`src/srmp_pkg.sv`:
```
// shared constants for the stepper trapezoid ramp generator
package srmp_pkg;

  localparam int unsigned COUNT_BITS_DEF = 15;
  localparam int unsigned DELAY_BITS_DEF = 16;

  localparam int unsigned STEPS_W   = 16;
  localparam int unsigned CFG_W     = 16;
  localparam int unsigned CFG_IDX_W = 1;
  localparam int unsigned OUT_DLY_W = 16;
  localparam int unsigned IDX_W     = 16;
  localparam int unsigned TERM_W    = IDX_W + 2;

  localparam logic [CFG_IDX_W-1:0] CFG_INITIAL_DELAY = 1'b0;
  localparam logic [CFG_IDX_W-1:0] CFG_MIN_DELAY     = 1'b1;

  localparam logic OP_START = 1'b0;
  localparam logic OP_TICK  = 1'b1;

  localparam logic [CFG_W-1:0] INIT_DELAY_RST = 16'd1600;
  localparam logic [CFG_W-1:0] MIN_DELAY_RST  = 16'd200;

endpackage

```
`src/srmp_if.sv`:
```
// valid/ready channels for command items and result items
interface srmp_in_if;
  import srmp_pkg::*;

  logic                      valid;
  logic                      ready;
  logic                      op;
  logic signed [STEPS_W-1:0] steps;

  modport source (output valid, output op, output steps, input ready);
  modport sink (input valid, input op, input steps, output ready);
endinterface

interface srmp_out_if;
  import srmp_pkg::*;

  logic                 valid;
  logic                 ready;
  logic                 step_pulse;
  logic                 direction;
  logic [OUT_DLY_W-1:0] next_delay;
  logic                 done_res;
  logic                 ticking;

  modport source (output valid, output step_pulse, output direction, output next_delay,
                  output done_res, output ticking, input ready);
  modport sink (input valid, input step_pulse, input direction, input next_delay,
                input done_res, input ticking, output ready);
endinterface

```
`src/srmp_div.sv`:
```
// restoring divider, one quotient bit per cycle, quotient known to fit QUO_W bits
module srmp_div #(
  parameter int unsigned NUM_W = 34,
  parameter int unsigned DEN_W = 18,
  parameter int unsigned QUO_W = 17
) (
  input  logic             clk_i,
  input  logic             rst_ni,
  input  logic             start_i,
  input  logic [NUM_W-1:0] num_i,
  input  logic [DEN_W-1:0] den_i,
  output logic             done_o,
  output logic [QUO_W-1:0] quo_o
);
  import srmp_pkg::*;

  localparam int unsigned CNT_W = $clog2(QUO_W + 1);

  logic             busy_q, busy_d;
  logic [CNT_W-1:0] cnt_q, cnt_d;
  logic [DEN_W-1:0] rem_q, rem_d;
  logic [DEN_W-1:0] den_q, den_d;
  logic [QUO_W-1:0] bits_q, bits_d;
  logic [DEN_W:0]   trial;
  logic             ge;

  assign trial = {rem_q, bits_q[QUO_W-1]};
  assign ge    = trial >= {1'b0, den_q};

  always_comb begin
    busy_d = busy_q;
    cnt_d  = cnt_q;
    rem_d  = rem_q;
    den_d  = den_q;
    bits_d = bits_q;
    if (start_i) begin
      busy_d = 1'b1;
      cnt_d  = CNT_W'(QUO_W);
      rem_d  = DEN_W'(num_i >> QUO_W);
      den_d  = den_i;
      bits_d = num_i[QUO_W-1:0];
    end else if (busy_q) begin
      if (cnt_q != '0) begin
        cnt_d  = cnt_q - 1'b1;
        rem_d  = ge ? DEN_W'(trial - {1'b0, den_q}) : DEN_W'(trial);
        bits_d = {bits_q[QUO_W-2:0], ge};
      end else begin
        busy_d = 1'b0;
      end
    end
  end

  always_ff @(posedge clk_i or negedge rst_ni) begin
    if (!rst_ni) begin
      busy_q <= 1'b0;
      cnt_q  <= '0;
    end else begin
      busy_q <= busy_d;
      cnt_q  <= cnt_d;
    end
  end

  always_ff @(posedge clk_i) begin
    rem_q  <= rem_d;
    den_q  <= den_d;
    bits_q <= bits_d;
  end

  assign done_o = busy_q && (cnt_q == '0);
  assign quo_o  = bits_q;

endmodule

```
`src/stepper_trapezoid_ramp.sv`:
```
// Stepper pulse generator with a trapezoidal ramp. A start item loads a signed step count and
// the initial delay; each tick item issues one step pulse while steps remain and, while ramping,
// updates the delay with the constant-acceleration recurrence. One item is in work at a time:
// a start item, a tick while idle, or a tick without a ramp update goes through ST_RESULT and
// is ready for the next item once its result is in the output register. A tick that updates
// the delay first runs a restoring division, one quotient bit per cycle, in ST_DIV_WAIT. The
// result waits in that register; a slow consumer holds the next item and all later ones.
module stepper_trapezoid_ramp #(
  parameter int unsigned COUNT_BITS = srmp_pkg::COUNT_BITS_DEF,
  parameter int unsigned DELAY_BITS = srmp_pkg::DELAY_BITS_DEF
) (
  input  logic                           clk_i,
  input  logic                           rst_ni,
  input  logic                           cfg_we_i,
  input  logic [srmp_pkg::CFG_IDX_W-1:0] cfg_idx_i,
  input  logic [srmp_pkg::CFG_W-1:0]     cfg_data_i,
  srmp_in_if.sink                        in_if,
  srmp_out_if.source                     out_if
);
  import srmp_pkg::*;

  localparam int unsigned NUM_W = DELAY_BITS + TERM_W;
  localparam int unsigned QUO_W = DELAY_BITS + 1;
  localparam int unsigned MAG_W = STEPS_W + 1;
  localparam logic [MAG_W-1:0] MAG_BASE = MAG_W'(1) << STEPS_W;
  localparam logic [DELAY_BITS-1:0] INTERVAL_RST =
    ((INIT_DELAY_RST >> DELAY_BITS) != '0) ? '1 : DELAY_BITS'(INIT_DELAY_RST);

  typedef enum logic [1:0] {
    ST_IDLE,
    ST_DIV_START,
    ST_DIV_WAIT,
    ST_RESULT
  } state_e;

  state_e                state_q, state_d;
  logic [CFG_W-1:0]      init_delay_q, init_delay_d;
  logic [CFG_W-1:0]      min_delay_q, min_delay_d;
  logic                  dir_q, dir_d;
  logic [COUNT_BITS-1:0] total_q, total_d;
  logic [COUNT_BITS-1:0] issued_q, issued_d;
  logic [COUNT_BITS-1:0] rul_q, rul_d;
  logic [IDX_W-1:0]      idx_q, idx_d;
  logic [DELAY_BITS-1:0] interval_q, interval_d;
  logic                  finished_q, finished_d;
  logic                  running_q, running_d;
  logic                  pulse_q, pulse_d;
  logic                  ramp_up_q, ramp_up_d;
  logic                  out_valid_q, out_valid_d;
  logic                  out_pulse_q, out_pulse_d;
  logic                  out_dir_q, out_dir_d;
  logic [OUT_DLY_W-1:0]  out_delay_q, out_delay_d;
  logic                  out_done_q, out_done_d;
  logic                  out_tick_q, out_tick_d;

  logic                  in_ready;
  logic                  in_accept;
  logic [STEPS_W-1:0]    raw;
  logic                  neg;
  logic [MAG_W-1:0]      mag;
  logic [COUNT_BITS-1:0] total_ld;
  logic                  has_step;
  logic [COUNT_BITS-1:0] issued_tk;
  logic                  down_go;
  logic [IDX_W-1:0]      idx_inc;
  logic [DELAY_BITS-1:0] init_d;
  logic [DELAY_BITS-1:0] floor_d;
  logic [TERM_W-1:0]     term_p;
  logic [TERM_W-1:0]     term_m;
  logic [NUM_W-1:0]      prod;
  logic [NUM_W-1:0]      div_num;
  logic [TERM_W-1:0]     div_den;
  logic                  div_start;
  logic                  div_done;
  logic [QUO_W-1:0]      quo;
  logic [DELAY_BITS-1:0] up_new;
  logic [DELAY_BITS-1:0] down_new;

  assign in_ready  = (state_q == ST_IDLE);
  assign in_accept = in_if.valid && in_ready;

  assign raw      = in_if.steps;
  assign neg      = raw[STEPS_W-1];
  assign mag      = neg ? MAG_W'(MAG_BASE - {1'b0, raw}) : {1'b0, raw};
  assign total_ld = ((mag >> COUNT_BITS) != '0) ? '1 : COUNT_BITS'(mag);

  assign has_step  = issued_q < total_q;
  assign issued_tk = has_step ? COUNT_BITS'(issued_q + 1'b1) : issued_q;
  assign down_go   = issued_tk >= COUNT_BITS'(total_q - rul_q);
  assign idx_inc   = (idx_q != '1) ? IDX_W'(idx_q + 1'b1) : idx_q;

  assign init_d  = ((init_delay_q >> DELAY_BITS) != '0) ? '1 : DELAY_BITS'(init_delay_q);
  assign floor_d = ((min_delay_q >> DELAY_BITS) != '0) ? '1 : DELAY_BITS'(min_delay_q);

  assign term_p    = TERM_W'({idx_q, 2'b00} + 1'b1);
  assign term_m    = TERM_W'({idx_q, 2'b00} - 1'b1);
  assign prod      = interval_q * term_p;
  assign div_num   = ramp_up_q ? NUM_W'({interval_q, 1'b0}) : prod;
  assign div_den   = ramp_up_q ? term_p : term_m;
  assign div_start = (state_q == ST_DIV_START);

  assign up_new   = DELAY_BITS'(interval_q - quo[DELAY_BITS-1:0]);
  assign down_new = quo[QUO_W-1] ? '1 : quo[DELAY_BITS-1:0];

  srmp_div #(
    .NUM_W (NUM_W),
    .DEN_W (TERM_W),
    .QUO_W (QUO_W)
  ) u_srmp_div (
    .clk_i   (clk_i),
    .rst_ni  (rst_ni),
    .start_i (div_start),
    .num_i   (div_num),
    .den_i   (div_den),
    .done_o  (div_done),
    .quo_o   (quo)
  );

  always_comb begin
    state_d      = state_q;
    init_delay_d = init_delay_q;
    min_delay_d  = min_delay_q;
    dir_d        = dir_q;
    total_d      = total_q;
    issued_d     = issued_q;
    rul_d        = rul_q;
    idx_d        = idx_q;
    interval_d   = interval_q;
    finished_d   = finished_q;
    running_d    = running_q;
    pulse_d      = pulse_q;
    ramp_up_d    = ramp_up_q;
    out_valid_d  = out_valid_q;
    out_pulse_d  = out_pulse_q;
    out_dir_d    = out_dir_q;
    out_delay_d  = out_delay_q;
    out_done_d   = out_done_q;
    out_tick_d   = out_tick_q;

    if (cfg_we_i) begin
      unique case (cfg_idx_i)
        CFG_INITIAL_DELAY: init_delay_d = cfg_data_i;
        CFG_MIN_DELAY:     min_delay_d  = cfg_data_i;
        default: ;
      endcase
    end

    if (out_valid_q && out_if.ready) begin
      out_valid_d = 1'b0;
    end

    unique case (state_q)
      ST_IDLE: begin
        if (in_accept) begin
          state_d = ST_RESULT;
          pulse_d = 1'b0;
          unique case (in_if.op)
            OP_START: begin
              dir_d      = neg;
              total_d    = total_ld;
              issued_d   = '0;
              idx_d      = '0;
              rul_d      = '0;
              interval_d = init_d;
              finished_d = 1'b0;
              running_d  = 1'b1;
            end
            OP_TICK: begin
              if (running_q) begin
                pulse_d  = has_step;
                issued_d = issued_tk;
                if (!has_step) begin
                  finished_d = 1'b1;
                  running_d  = 1'b0;
                end
                if (rul_q == '0) begin
                  idx_d     = idx_inc;
                  ramp_up_d = 1'b1;
                  state_d   = ST_DIV_START;
                end else if (down_go && (idx_q >= IDX_W'(2))) begin
                  idx_d     = IDX_W'(idx_q - 1'b1);
                  ramp_up_d = 1'b0;
                  state_d   = ST_DIV_START;
                end
              end
            end
            default: ;
          endcase
        end
      end
      ST_DIV_START: begin
        state_d = ST_DIV_WAIT;
      end
      ST_DIV_WAIT: begin
        if (div_done) begin
          state_d = ST_RESULT;
          if (ramp_up_q) begin
            if (up_new <= floor_d) begin
              interval_d = floor_d;
              rul_d      = issued_q;
            end else begin
              interval_d = up_new;
            end
            if (issued_q >= (total_q >> 1)) begin
              rul_d = issued_q;
            end
          end else begin
            interval_d = down_new;
          end
        end
      end
      ST_RESULT: begin
        if (!out_valid_q || out_if.ready) begin
          out_valid_d = 1'b1;
          out_pulse_d = pulse_q;
          out_dir_d   = dir_q;
          out_delay_d = OUT_DLY_W'(interval_q);
          out_done_d  = finished_q;
          out_tick_d  = running_q;
          state_d     = ST_IDLE;
        end
      end
      default: state_d = ST_IDLE;
    endcase
  end

  always_ff @(posedge clk_i or negedge rst_ni) begin
    if (!rst_ni) begin
      state_q      <= ST_IDLE;
      init_delay_q <= INIT_DELAY_RST;
      min_delay_q  <= MIN_DELAY_RST;
      dir_q        <= 1'b0;
      total_q      <= '0;
      issued_q     <= '0;
      rul_q        <= '0;
      idx_q        <= '0;
      interval_q   <= INTERVAL_RST;
      finished_q   <= 1'b1;
      running_q    <= 1'b0;
      pulse_q      <= 1'b0;
      ramp_up_q    <= 1'b0;
      out_valid_q  <= 1'b0;
      out_pulse_q  <= 1'b0;
      out_dir_q    <= 1'b0;
      out_delay_q  <= '0;
      out_done_q   <= 1'b0;
      out_tick_q   <= 1'b0;
    end else begin
      state_q      <= state_d;
      init_delay_q <= init_delay_d;
      min_delay_q  <= min_delay_d;
      dir_q        <= dir_d;
      total_q      <= total_d;
      issued_q     <= issued_d;
      rul_q        <= rul_d;
      idx_q        <= idx_d;
      interval_q   <= interval_d;
      finished_q   <= finished_d;
      running_q    <= running_d;
      pulse_q      <= pulse_d;
      ramp_up_q    <= ramp_up_d;
      out_valid_q  <= out_valid_d;
      out_pulse_q  <= out_pulse_d;
      out_dir_q    <= out_dir_d;
      out_delay_q  <= out_delay_d;
      out_done_q   <= out_done_d;
      out_tick_q   <= out_tick_d;
    end
  end

  assign in_if.ready       = in_ready;
  assign out_if.valid      = out_valid_q;
  assign out_if.step_pulse = out_pulse_q;
  assign out_if.direction  = out_dir_q;
  assign out_if.next_delay = out_delay_q;
  assign out_if.done_res   = out_done_q;
  assign out_if.ticking    = out_tick_q;

endmodule

```
`src/flat_wrapper.sv`:
```
// flat-port wrapper written by rule: the top's interface ports become plain ports
module stepper_trapezoid_ramp_flat import srmp_pkg::*;
#(
  parameter int unsigned COUNT_BITS = srmp_pkg::COUNT_BITS_DEF,
  parameter int unsigned DELAY_BITS = srmp_pkg::DELAY_BITS_DEF
)
  (clk_i, rst_ni, cfg_we_i, cfg_idx_i, cfg_data_i, in_if_valid, in_if_op, in_if_steps, in_if_ready, out_if_valid, out_if_step_pulse, out_if_direction, out_if_next_delay, out_if_done_res, out_if_ticking, out_if_ready);
  srmp_in_if in_if_i ();
  srmp_out_if out_if_i ();
  input  logic clk_i;
  input  logic rst_ni;
  input  logic cfg_we_i;
  input  logic [srmp_pkg::CFG_IDX_W-1:0] cfg_idx_i;
  input  logic [srmp_pkg::CFG_W-1:0] cfg_data_i;
  input wire logic [$bits(in_if_i.valid)-1:0] in_if_valid;
  input wire logic [$bits(in_if_i.op)-1:0] in_if_op;
  input wire logic [$bits(in_if_i.steps)-1:0] in_if_steps;
  output wire logic [$bits(in_if_i.ready)-1:0] in_if_ready;
  output wire logic [$bits(out_if_i.valid)-1:0] out_if_valid;
  output wire logic [$bits(out_if_i.step_pulse)-1:0] out_if_step_pulse;
  output wire logic [$bits(out_if_i.direction)-1:0] out_if_direction;
  output wire logic [$bits(out_if_i.next_delay)-1:0] out_if_next_delay;
  output wire logic [$bits(out_if_i.done_res)-1:0] out_if_done_res;
  output wire logic [$bits(out_if_i.ticking)-1:0] out_if_ticking;
  input wire logic [$bits(out_if_i.ready)-1:0] out_if_ready;
  assign in_if_i.valid = in_if_valid;
  assign in_if_i.op = in_if_op;
  assign in_if_i.steps = in_if_steps;
  assign in_if_ready = in_if_i.ready;
  assign out_if_valid = out_if_i.valid;
  assign out_if_step_pulse = out_if_i.step_pulse;
  assign out_if_direction = out_if_i.direction;
  assign out_if_next_delay = out_if_i.next_delay;
  assign out_if_done_res = out_if_i.done_res;
  assign out_if_ticking = out_if_i.ticking;
  assign out_if_i.ready = out_if_ready;
  stepper_trapezoid_ramp #(.COUNT_BITS(COUNT_BITS), .DELAY_BITS(DELAY_BITS)) u_core (.clk_i(clk_i), .rst_ni(rst_ni), .cfg_we_i(cfg_we_i), .cfg_idx_i(cfg_idx_i), .cfg_data_i(cfg_data_i), .in_if(in_if_i), .out_if(out_if_i));
endmodule
```
`config.mk`:
```
export PLATFORM = sky130hd
export DESIGN_NAME = stepper_trapezoid_ramp_flat
export DESIGN_NICKNAME = d
export VERILOG_FILES = /design/src/srmp_pkg.sv /design/src/srmp_if.sv /design/src/srmp_div.sv /design/src/stepper_trapezoid_ramp.sv /design/src/flat_wrapper.sv
export SDC_FILE = /design/constraint.sdc
export NUM_CORES = 1
export LEC_CHECK = 0
export BUFFER_PORTS_ARGS = -buffer_cell sky130_fd_sc_hd__buf_4
export CORE_AREA = 5 5 247 249
export DETAILED_ROUTE_END_ITERATION = 12
export DIE_AREA = 0 0 252 254
export PLACE_DENSITY = 0.62
export SETUP_SLACK_MARGIN = 0.5
export SLEW_MARGIN = 20
export SYNTH_ARGS = -nofsm -noshare
export SYNTH_HDL_FRONTEND = slang
export SYNTH_HIERARCHICAL = 1
export SYNTH_SLANG_ARGS = --single-unit
```
`constraint.sdc`:
```
create_clock -name clk_i -period 18.5 [get_ports clk_i]
set_clock_uncertainty 0.15 [all_clocks]
set_input_delay 5.55 -clock clk_i [delete_from_list [all_inputs] [get_ports clk_i]]
set_output_delay 5.55 -clock clk_i [all_outputs]
set_load 0.05 [all_outputs]
```
# Word-level counts from Yosys, hierarchy flattened
# Index checks and enable logic that the tools add are counted.
[word_totals] ff_bits=196 input_bits=39 output_inout_bits=22 word_cells=147
[op_classes] add_sub_neg=10 n_mul=1 order_cmp=6 n_eq_ne=14 muxes=60 bitwise=2 n_reduce_logical=29
[ops] operator="$mux 16" count=10
[ops] operator="$mux 15" count=9
[ops] operator="$mux 17" count=7
[ops] operator="$pmux 16 s2" count=2
[ops] operator="$pmux 15 s2" count=2
[ops] operator="$mux 18" count=2
[ops] operator="$mul 16x18->34" count=1
[ops] operator="$mux 34" count=1
[ops] operator="$ge 19x18->1" count=1
[ops] operator="$add 18x1->18 const B" count=1
[ops] operator="$sub 18x1->18 const B" count=1
[ops] operator="$sub 18x18->18" count=1
[ops] operator="$reduce_bool 17->1" count=1
[ops] operator="$sub 17x16->17 const A" count=1
[ops] operator="$add 16x1->16 const B" count=1
[ops] operator="$ge 16x2->1 const B" count=1
[ops] operator="$le 16x16->1" count=1
[ops] operator="$ne 16x16->1 const B" count=1
[ops] operator="$sub 16x1->16 const B" count=1
[ops] operator="$sub 16x16->16" count=1
[ops] operator="$add 15x1->15 const B" count=1
[ops] operator="$ge 15x14->1" count=1
[ops] operator="$ge 15x15->1" count=1
[ops] operator="$logic_not 15->1" count=1
[ops] operator="other kinds (27)" count=72

# Logic depth before layout (Yosys ltp)
# Gate-level depths: netlist of run 1.
[depth] ltp_word=10 ltp_mapped=26

# Cells and area by module
# The synthesis of run 1 kept the hierarchy.
[modules_own_cells] mod="stepper_trapezoid_ramp" instances=1 cells_each=2220 area_per_inst_um2=19522.5 seq_area_each_um2=3440.8
[modules_own_cells] mod="srmp_div" instances=1 cells_each=334 area_per_inst_um2=3587.2 seq_area_each_um2=1731.7

# Worst setup path before layout of run 1
# OpenSTA, ideal clock, no wires.
[synth_path] path_type="input -> register" from="in in_if_op" to="reg u_core.rul_q[10]" t_arrival_ps=7718 setup_slack_ps=10566 stages=10 n_path_buf=3 cell_sequence="clkbuf_1 inv_1 nand2_1 a211oi_1 and2_0 clkbuf_1 nand2_1 a31oi_1 clkbuf_1 a22o_1"
[synth_between] elab_chain_cells=2
[synth_rtl] item="from (decl)" line_no="flat_wrapper.sv:16" rtl="input wire logic [$bits(in_if_i.op)-1:0] in_if_op;"
[synth_rtl] item="$ne 2x2->1 (no source line)"
[synth_rtl] item="$reduce_and 6->1 (no source line)"
[synth_rtl] item="to (signal assigned)" line_no="stepper_trapezoid_ramp.sv:255" rtl="rul_q <= rul_d;"
[synth_rtl] item="to (decl)" line_no="stepper_trapezoid_ramp.sv:42" rtl="logic [COUNT_BITS-1:0] rul_q, rul_d;"
# Every way passes these cells.
# A chain may end at the register's enable or synchronous reset.

# Final worst setup path of run 1
[layout_path] from="reg u_core.interval_q[9]" to="reg u_core.u_srmp_div.rem_q[16], data pin"
[layout_between] elab_chain_cells=3
[layout_rtl] item="from (decl)" line_no="stepper_trapezoid_ramp.sv:44" rtl="logic [DELAY_BITS-1:0] interval_q, interval_d;"
[layout_rtl] item="from (signal assigned)" line_no="stepper_trapezoid_ramp.sv:257" rtl="interval_q <= interval_d;"
[layout_rtl] item="$mul 16x18->34" line_no="stepper_trapezoid_ramp.sv:97" rtl="assign prod = interval_q * term_p;"
[layout_rtl] item="$mux 34" line_no="stepper_trapezoid_ramp.sv:98" rtl="assign div_num = ramp_up_q ? NUM_W'({interval_q, 1'b0}) : prod;"
[layout_rtl] item="named net u_core.div_num[33]" line_no="stepper_trapezoid_ramp.sv:71" rtl="logic [NUM_W-1:0] div_num;"
[layout_rtl] item="$mux 17" line_no="srmp_div.sv:36" rtl="if (start_i) begin"
[layout_rtl] item="named net u_core.u_srmp_div.rem_d[16]" line_no="srmp_div.sv:21" rtl="logic [DEN_W-1:0] rem_q, rem_d;"
[layout_rtl] item="to (signal assigned)" line_no="srmp_div.sv:64" rtl="rem_q <= rem_d;"
[layout_rtl] item="to (decl)" line_no="srmp_div.sv:21"
# The timed path passes the listed nets, and every way through them passes these cells.

==> results of run 1 <==
## layer usage
metal,GRT usage,share of wire,vias to the layer above
met5,0,0,-
met4,0.0597,0.022,0
met3,0.0279,0.052,89
met2,0.328,0.47,527
met1,0.268,0.45,9202
li1,-,-,8576
## final cells by class
| cell class | instances | area [um^2] |
|---|---|---|
| fill | 5720 | 33500 |
| sequential | 196 | 5170 |
| tap | 773 | 967 |
| timing repair buffer | 99 | 747 |
| clock buffer | 23 | 510 |
| clock inverter | 9 | 87.6 |
| inverter | 384 | 1440 |
| multi-input combinational | 1857 | 16000 |
## state kept, by name, indices dropped and copies added (netlist names), 2 cells and up
name                      count
u_core/u_srmp_div/den_q      18
u_core/u_srmp_div/rem_q      18
u_core/u_srmp_div/quo_o      17
u_core/floor_d               16
u_core/idx_q                 16
u_core/init_d                16
u_core/interval_q            16
u_core/out_if.next_delay     16
u_core/issued_q              15
u_core/rul_q                 15
u_core/total_q               15
u_core/u_srmp_div/cnt_q       5
u_core/state_q                2
## critical path, stage by stage (launching register included)
cell and delay [ns]:
dfstp_2 0.88, nand2_1 0.16, fa_1 0.58, inv_1 0.06, fa_1 0.50, inv_1 0.05
fa_1 0.48, inv_1 0.06, fa_1 0.53, fa_1 0.57, inv_1 0.06, fa_1 0.54
inv_1 0.05, ha_1 0.34, nand4_1 0.14, a2111oi_0 0.36, o21ai_0 0.14, buf_4 0.19
a31o_2 0.27, and4b_1 0.22, nor3b_1 0.52, a41oi_1 0.21, mux2_2 0.30, o21ai_0 0.16
nor2_1 0.05
## through the flow
| step | util | hold slack [ns] |
|---|---|---|
| 4_1_cts | 0.426 | 0.340 |
| 6_report | 0.427 | 0.339 |
| 2_1_floorplan | - | 0.292 |
| 3_3_place_gp | 0.416 | 0.317 |
| 5_1_grt | 0.427 | 0.354 |
| 3_5_place_dp | 0.416 | 0.321 |
## cells in the mapped netlist (11+ instances only)
cell type | n | area, um^2
nand2b_1 | 17 | 106
o21a_1 | 16 | 120
ha_1 | 242 | 3030
nand3_1 | 38 | 190
a22o_1 | 15 | 131
xnor2_1 | 61 | 534
a211oi_1 | 24 | 180
o21ai_0 | 108 | 541
nand4_1 | 27 | 169
nand2_1 | 279 | 1050
a31oi_1 | 26 | 163
nor2b_1 | 20 | 125
clkbuf_1 | 95 | 357
a21oi_1 | 80 | 400
edfxtp_1 | 52 | 1560
and3_1 | 15 | 93.8
a22oi_1 | 15 | 113
xor2_1 | 49 | 429
nor2_1 | 103 | 387
fa_1 | 211 | 4220
o21ai_1 | 15 | 75.1
o211ai_1 | 13 | 97.6
inv_1 | 383 | 1440
dfrtp_1 | 133 | 3330
nor3_1 | 42 | 210
mux2_2 | 78 | 878
nor4_1 | 12 | 75.1
and2_1 | 119 | 744
or3_1 | 11 | 68.8
a21o_1 | 50 | 375
## kinds of logic after synthesis
| kind of cell | count (synthesis) |
|---|---|
| simple gates | 725 |
| buf+inv | 501 |
| compound gates | 481 |
| fa+ha+maj | 453 |
| flops | 196 |
| xor+xnor | 110 |
| mux | 87 |
| other cells | 1 |
## worst max path at each step
stage	start	cells past startpoint	end	slack (ns)
global route	u_core/interval_q[9]	24	u_core/u_srmp_div/rem_q[16]	10.34
detailed placement	in_if_op	9	u_core/rul_q[11]	9.96
floorplan	in_if_op	10	u_core/rul_q[10]	10.57
global placement	in_if_op	9	u_core/rul_q[13]	10.04
CTS	in_if_op	9	u_core/rul_q[11]	10.49
finish	u_core/interval_q[9]	24	u_core/u_srmp_div/rem_q[16]	10.66
==> out/results.ini, run 1 <==
[outcome]
status = finished, final reports clean

[finish]
num-nets-final = 3047
layout_common_cells = inv_1, nand2_1, ha_1, fa_1, dfrtp_1
drive_gt1_frac = 0.0966
antennaDiodeCount = 0
syn2layout_area_growth_pct = 7.95
layout_commonest_cell = inv_1
finalInstanceArea_um2 = 24900
instances_no_fill = 3341

[worst_setup_path]
critPathKind = flop to flop
crit_required_ns = 18.60
arrival_ns = 7.94
path_max_fanout = 21
cp-start-kind = flop
reg2reg_to = u_core/u_srmp_div/rem_q[16]
ff2ff_setup_slack_ns = 10.66
timing.rr.start = u_core/interval_q[9]
endpoint_kind = flop
r2r_cells = 24

[synth]
synth-compound-area-share = 0.141
yosysSeqAreaShare = 0.224
yosysUniqueCellTypes = 88
async_reset_ff_frac = 0.730
synthCells = 2554
yosys.area_share.simple = 0.154
ys.flop_type = dfrtp_1
yosys.area_share.xor_xnor = 0.0417
synth-edff-count = 52
ys_ff_latch = 196
synth_top_family_by_area = adder cells
muxShareOfSynthArea = 0.0419
syn_area_um2 = 23100
synth_nets = 3046
yosysWarnings = 6
synth-adder-area-share = 0.314
synth.avg_cell_area_um2 = 9.05

[floorplan]
dieHeight_um = 254
pin_count = 61
fp.dieW_um = 252
start_util = 0.395
core_um2 = 58500
num_rows = 89
die_area_um2 = 64000

[sta]
fin_crit_sh = 0.424
hold_viol = 0
rsz0062_at_grt = no
slew-limit-headroom = 0.311
setup_ws_ns = 10.66
layout_min_cycle_time_ns = 7.84
fmax_ghz = 0.128
slew_viol_final = 0
finalSetupViolations = 0
worst_pin_slew_ns = 1.03
fin_tns_setup_ns = 0

[drt]
dr.pass1.iters = 5
drc = 0
wirelength_mm = 62.2
route.vias.total = 18400
drt_iter0_markers = 1313
via_per_inst = 5.51
routedWlPerCell_um = 18.6
detail-route-antenna-nets = 0

[min_path]
hold_path_startpoint = u_core/dir_q
hp-class = flop to flop
min_to = u_core/dir_q
hold_path_depth = 2

[grt]
antenna_found_initial = 2
grt_pass1_vias = 18800
overflow = 0
track_usage = 0.197
grt_max_degree = 87
grt_pass1_wl_mm = 101

[clock_network]
cts_resized = 0
clkSinkCount = 196
clockBufferDepth = 2
clk_pin_slew_ns = 0.07
cts_tree = done
cts_buffers = 17
cts_htree_levels = 4
cts_setup_buffers = 0
clock_latency_ns = 0.50
clock-root-buffer = clkbuf_16
cts_hold_buffers = 0

[placed_design]
gp_congestion = 0.937
port_buffers = 60
place_area_um2 = 24300
pre_cts_slack_ns = 9.96
place_hpwl_mm = 47.7
dp_cells = 3309

[run]
drv_cap = 0

Power of run 1 is not shown: default switching activity piles up to over one toggle a cycle in this logic, so the estimate is an artifact.
==> run 2: changes to the inputs <==
Clock period 18.5 ns to 8.15 ns, I/O delays scaled along.
==> run 2 against run 1 <==
Non-clock buffer count is 10 higher. Largest cell class unchanged. Utilization up 0.19 points. Setup slack got worse by 9.8 ns. Highest routed layer is now met5. Critical path type unchanged.
==> out/results.ini, run 2 (synthesis results as in run 1) <==
[outcome]
status = finished, final reports clean

[min_path]
min_to = u_core/dir_q
hp-class = flop to flop
hold_path_depth = 2
hold_path_startpoint = u_core/dir_q

[clock_network]
clock_latency_ns = 0.51
clk_pin_slew_ns = 0.08
cts_tree = done
cts_hold_buffers = 0
clkSinkCount = 196
clock-root-buffer = clkbuf_16
cts_htree_levels = 4
clockBufferDepth = 2
cts_buffers = 17

[drt]
drt_iter0_markers = 1118
routedWlPerCell_um = 18.8
drc = 0
via_per_inst = 5.44
detail-route-antenna-nets = 0
wirelength_mm = 63.1
route.vias.total = 18200
dr.pass1.iters = 5

[finish]
layout_commonest_cell = inv_1
layout_common_cells = inv_1, nand2_1, ha_1, fa_1, dfrtp_1
num-nets-final = 3057
drive_gt1_frac = 0.105
syn2layout_area_growth_pct = 8.43
antennaDiodeCount = 0

[sta]
finalSetupViolations = 0
fin_tns_setup_ns = 0
hold_viol = 0
worst_pin_slew_ns = 1.00
fmax_ghz = 0.137
fin_crit_sh = 0.893
slew_viol_final = 0
slew-limit-headroom = 0.329
layout_min_cycle_time_ns = 7.27
rsz0062_at_grt = no

[floorplan]
die_area_um2 = 64000
pin_count = 61
core_um2 = 58500
num_rows = 89
start_util = 0.395
fp.dieW_um = 252
dieHeight_um = 254

[worst_setup_path]
ff2ff_setup_slack_ns = 0.88
endpoint_kind = flop
reg2reg_to = u_core/u_srmp_div/rem_q[16]
timing.rr.start = u_core/interval_q[3]
cp-start-kind = flop
arrival_ns = 7.39
critPathKind = flop to flop
crit_required_ns = 8.26
path_max_fanout = 15
r2r_cells = 21

[grt]
grt_pass1_vias = 18700
overflow = 0
grt_max_degree = 84
track_usage = 0.200
grt_pass1_wl_mm = 102
antenna_found_initial = 3

[placed_design]
place_hpwl_mm = 49.4
gp_congestion = 0.912
port_buffers = 60

[run]
drv_cap = 0

-- run 2: changes by cell type in the layout (fill, tap and decap cells not counted), sizes merged --
| cell | change |
|---|---|
| buf | +9 |
| clkinv | +2 |
| inv | +3 |
| clkbuf | -4 |
-- run 2: how the worst max path moves through the flow --
stage,from,endpoint
after global routing,u_core/interval_q[9],u_core/u_srmp_div/rem_q[16]
after detailed placement,u_core/interval_q[9],u_core/u_srmp_div/rem_q[16]
final,u_core/interval_q[3],u_core/u_srmp_div/rem_q[16]
after CTS,u_core/interval_q[9],u_core/u_srmp_div/rem_q[16]
after floorplan,u_core/idx_q[3],u_core/u_srmp_div/rem_q[16]
after global placement,u_core/interval_q[9],u_core/u_srmp_div/rem_q[16]
-- run 2: metrics by stage --
stage / hold slack [ns] / util / setup slack (ns) / instances / instance area, um^2
2_1_floorplan: 0.292 / - / 1.11 / 2554 / 23100
3_3_place_gp: 0.315 / 0.417 / 0.437 / 3317 / 24400
3_5_place_dp: 0.334 / 0.417 / 0.446 / 3317 / 24400
4_1_cts: 0.352 / 0.428 / 0.636 / 3349 / 25000
5_1_grt: 0.375 / 0.429 / 0.526 / 3351 / 25100
6_report: 0.346 / 0.429 / 0.876 / 3351 / 25100
-- run 2: routing by layer --
metal | wire [um] | vias up | track usage
met5 | 28 | - | 0
met2 | 29500 | 462 | 0.325
met4 | 1180 | 4 | 0.0512
li1 | - | 8599 | -
met1 | 28500 | 9076 | 0.272
met3 | 3880 | 82 | 0.0436
-- run 2: worst max-delay path: stages, from the launching register on --
cell	delay (ns)
dfrtp_1	0.76
nand2_1	0.17
fa_1	0.58
fa_1	0.43
fa_1	0.52
inv_1	0.05
fa_1	0.47
fa_1	0.55
inv_1	0.05
fa_1	0.54
inv_1	0.05
ha_1	0.37
nand4_1	0.15
a2111oi_0	0.40
o21ai_1	0.24
a31o_2	0.33
and4b_1	0.22
nor3b_4	0.31
a41oi_1	0.17
mux2_2	0.29
o21ai_0	0.16
nor2_1	0.06
-- run 2: repair_timing --
action                     in CTS  in global routing
setup buffers                   0                  2
setup endpoints to repair       2                  6
gates cloned                    0                  0
resized for setup               2                 13
-- run 2: area by class of cell --
class,instances,area (um^2)
well taps,773,967
inverters,384,1440
fillers,5692,33400
clock inverters,14,165
repair buffers,109,828
multi-input cells,1857,16000
flip-flops and latches,196,5190
clock buffers,18,429
Power of run 2 is left out for the same reason.
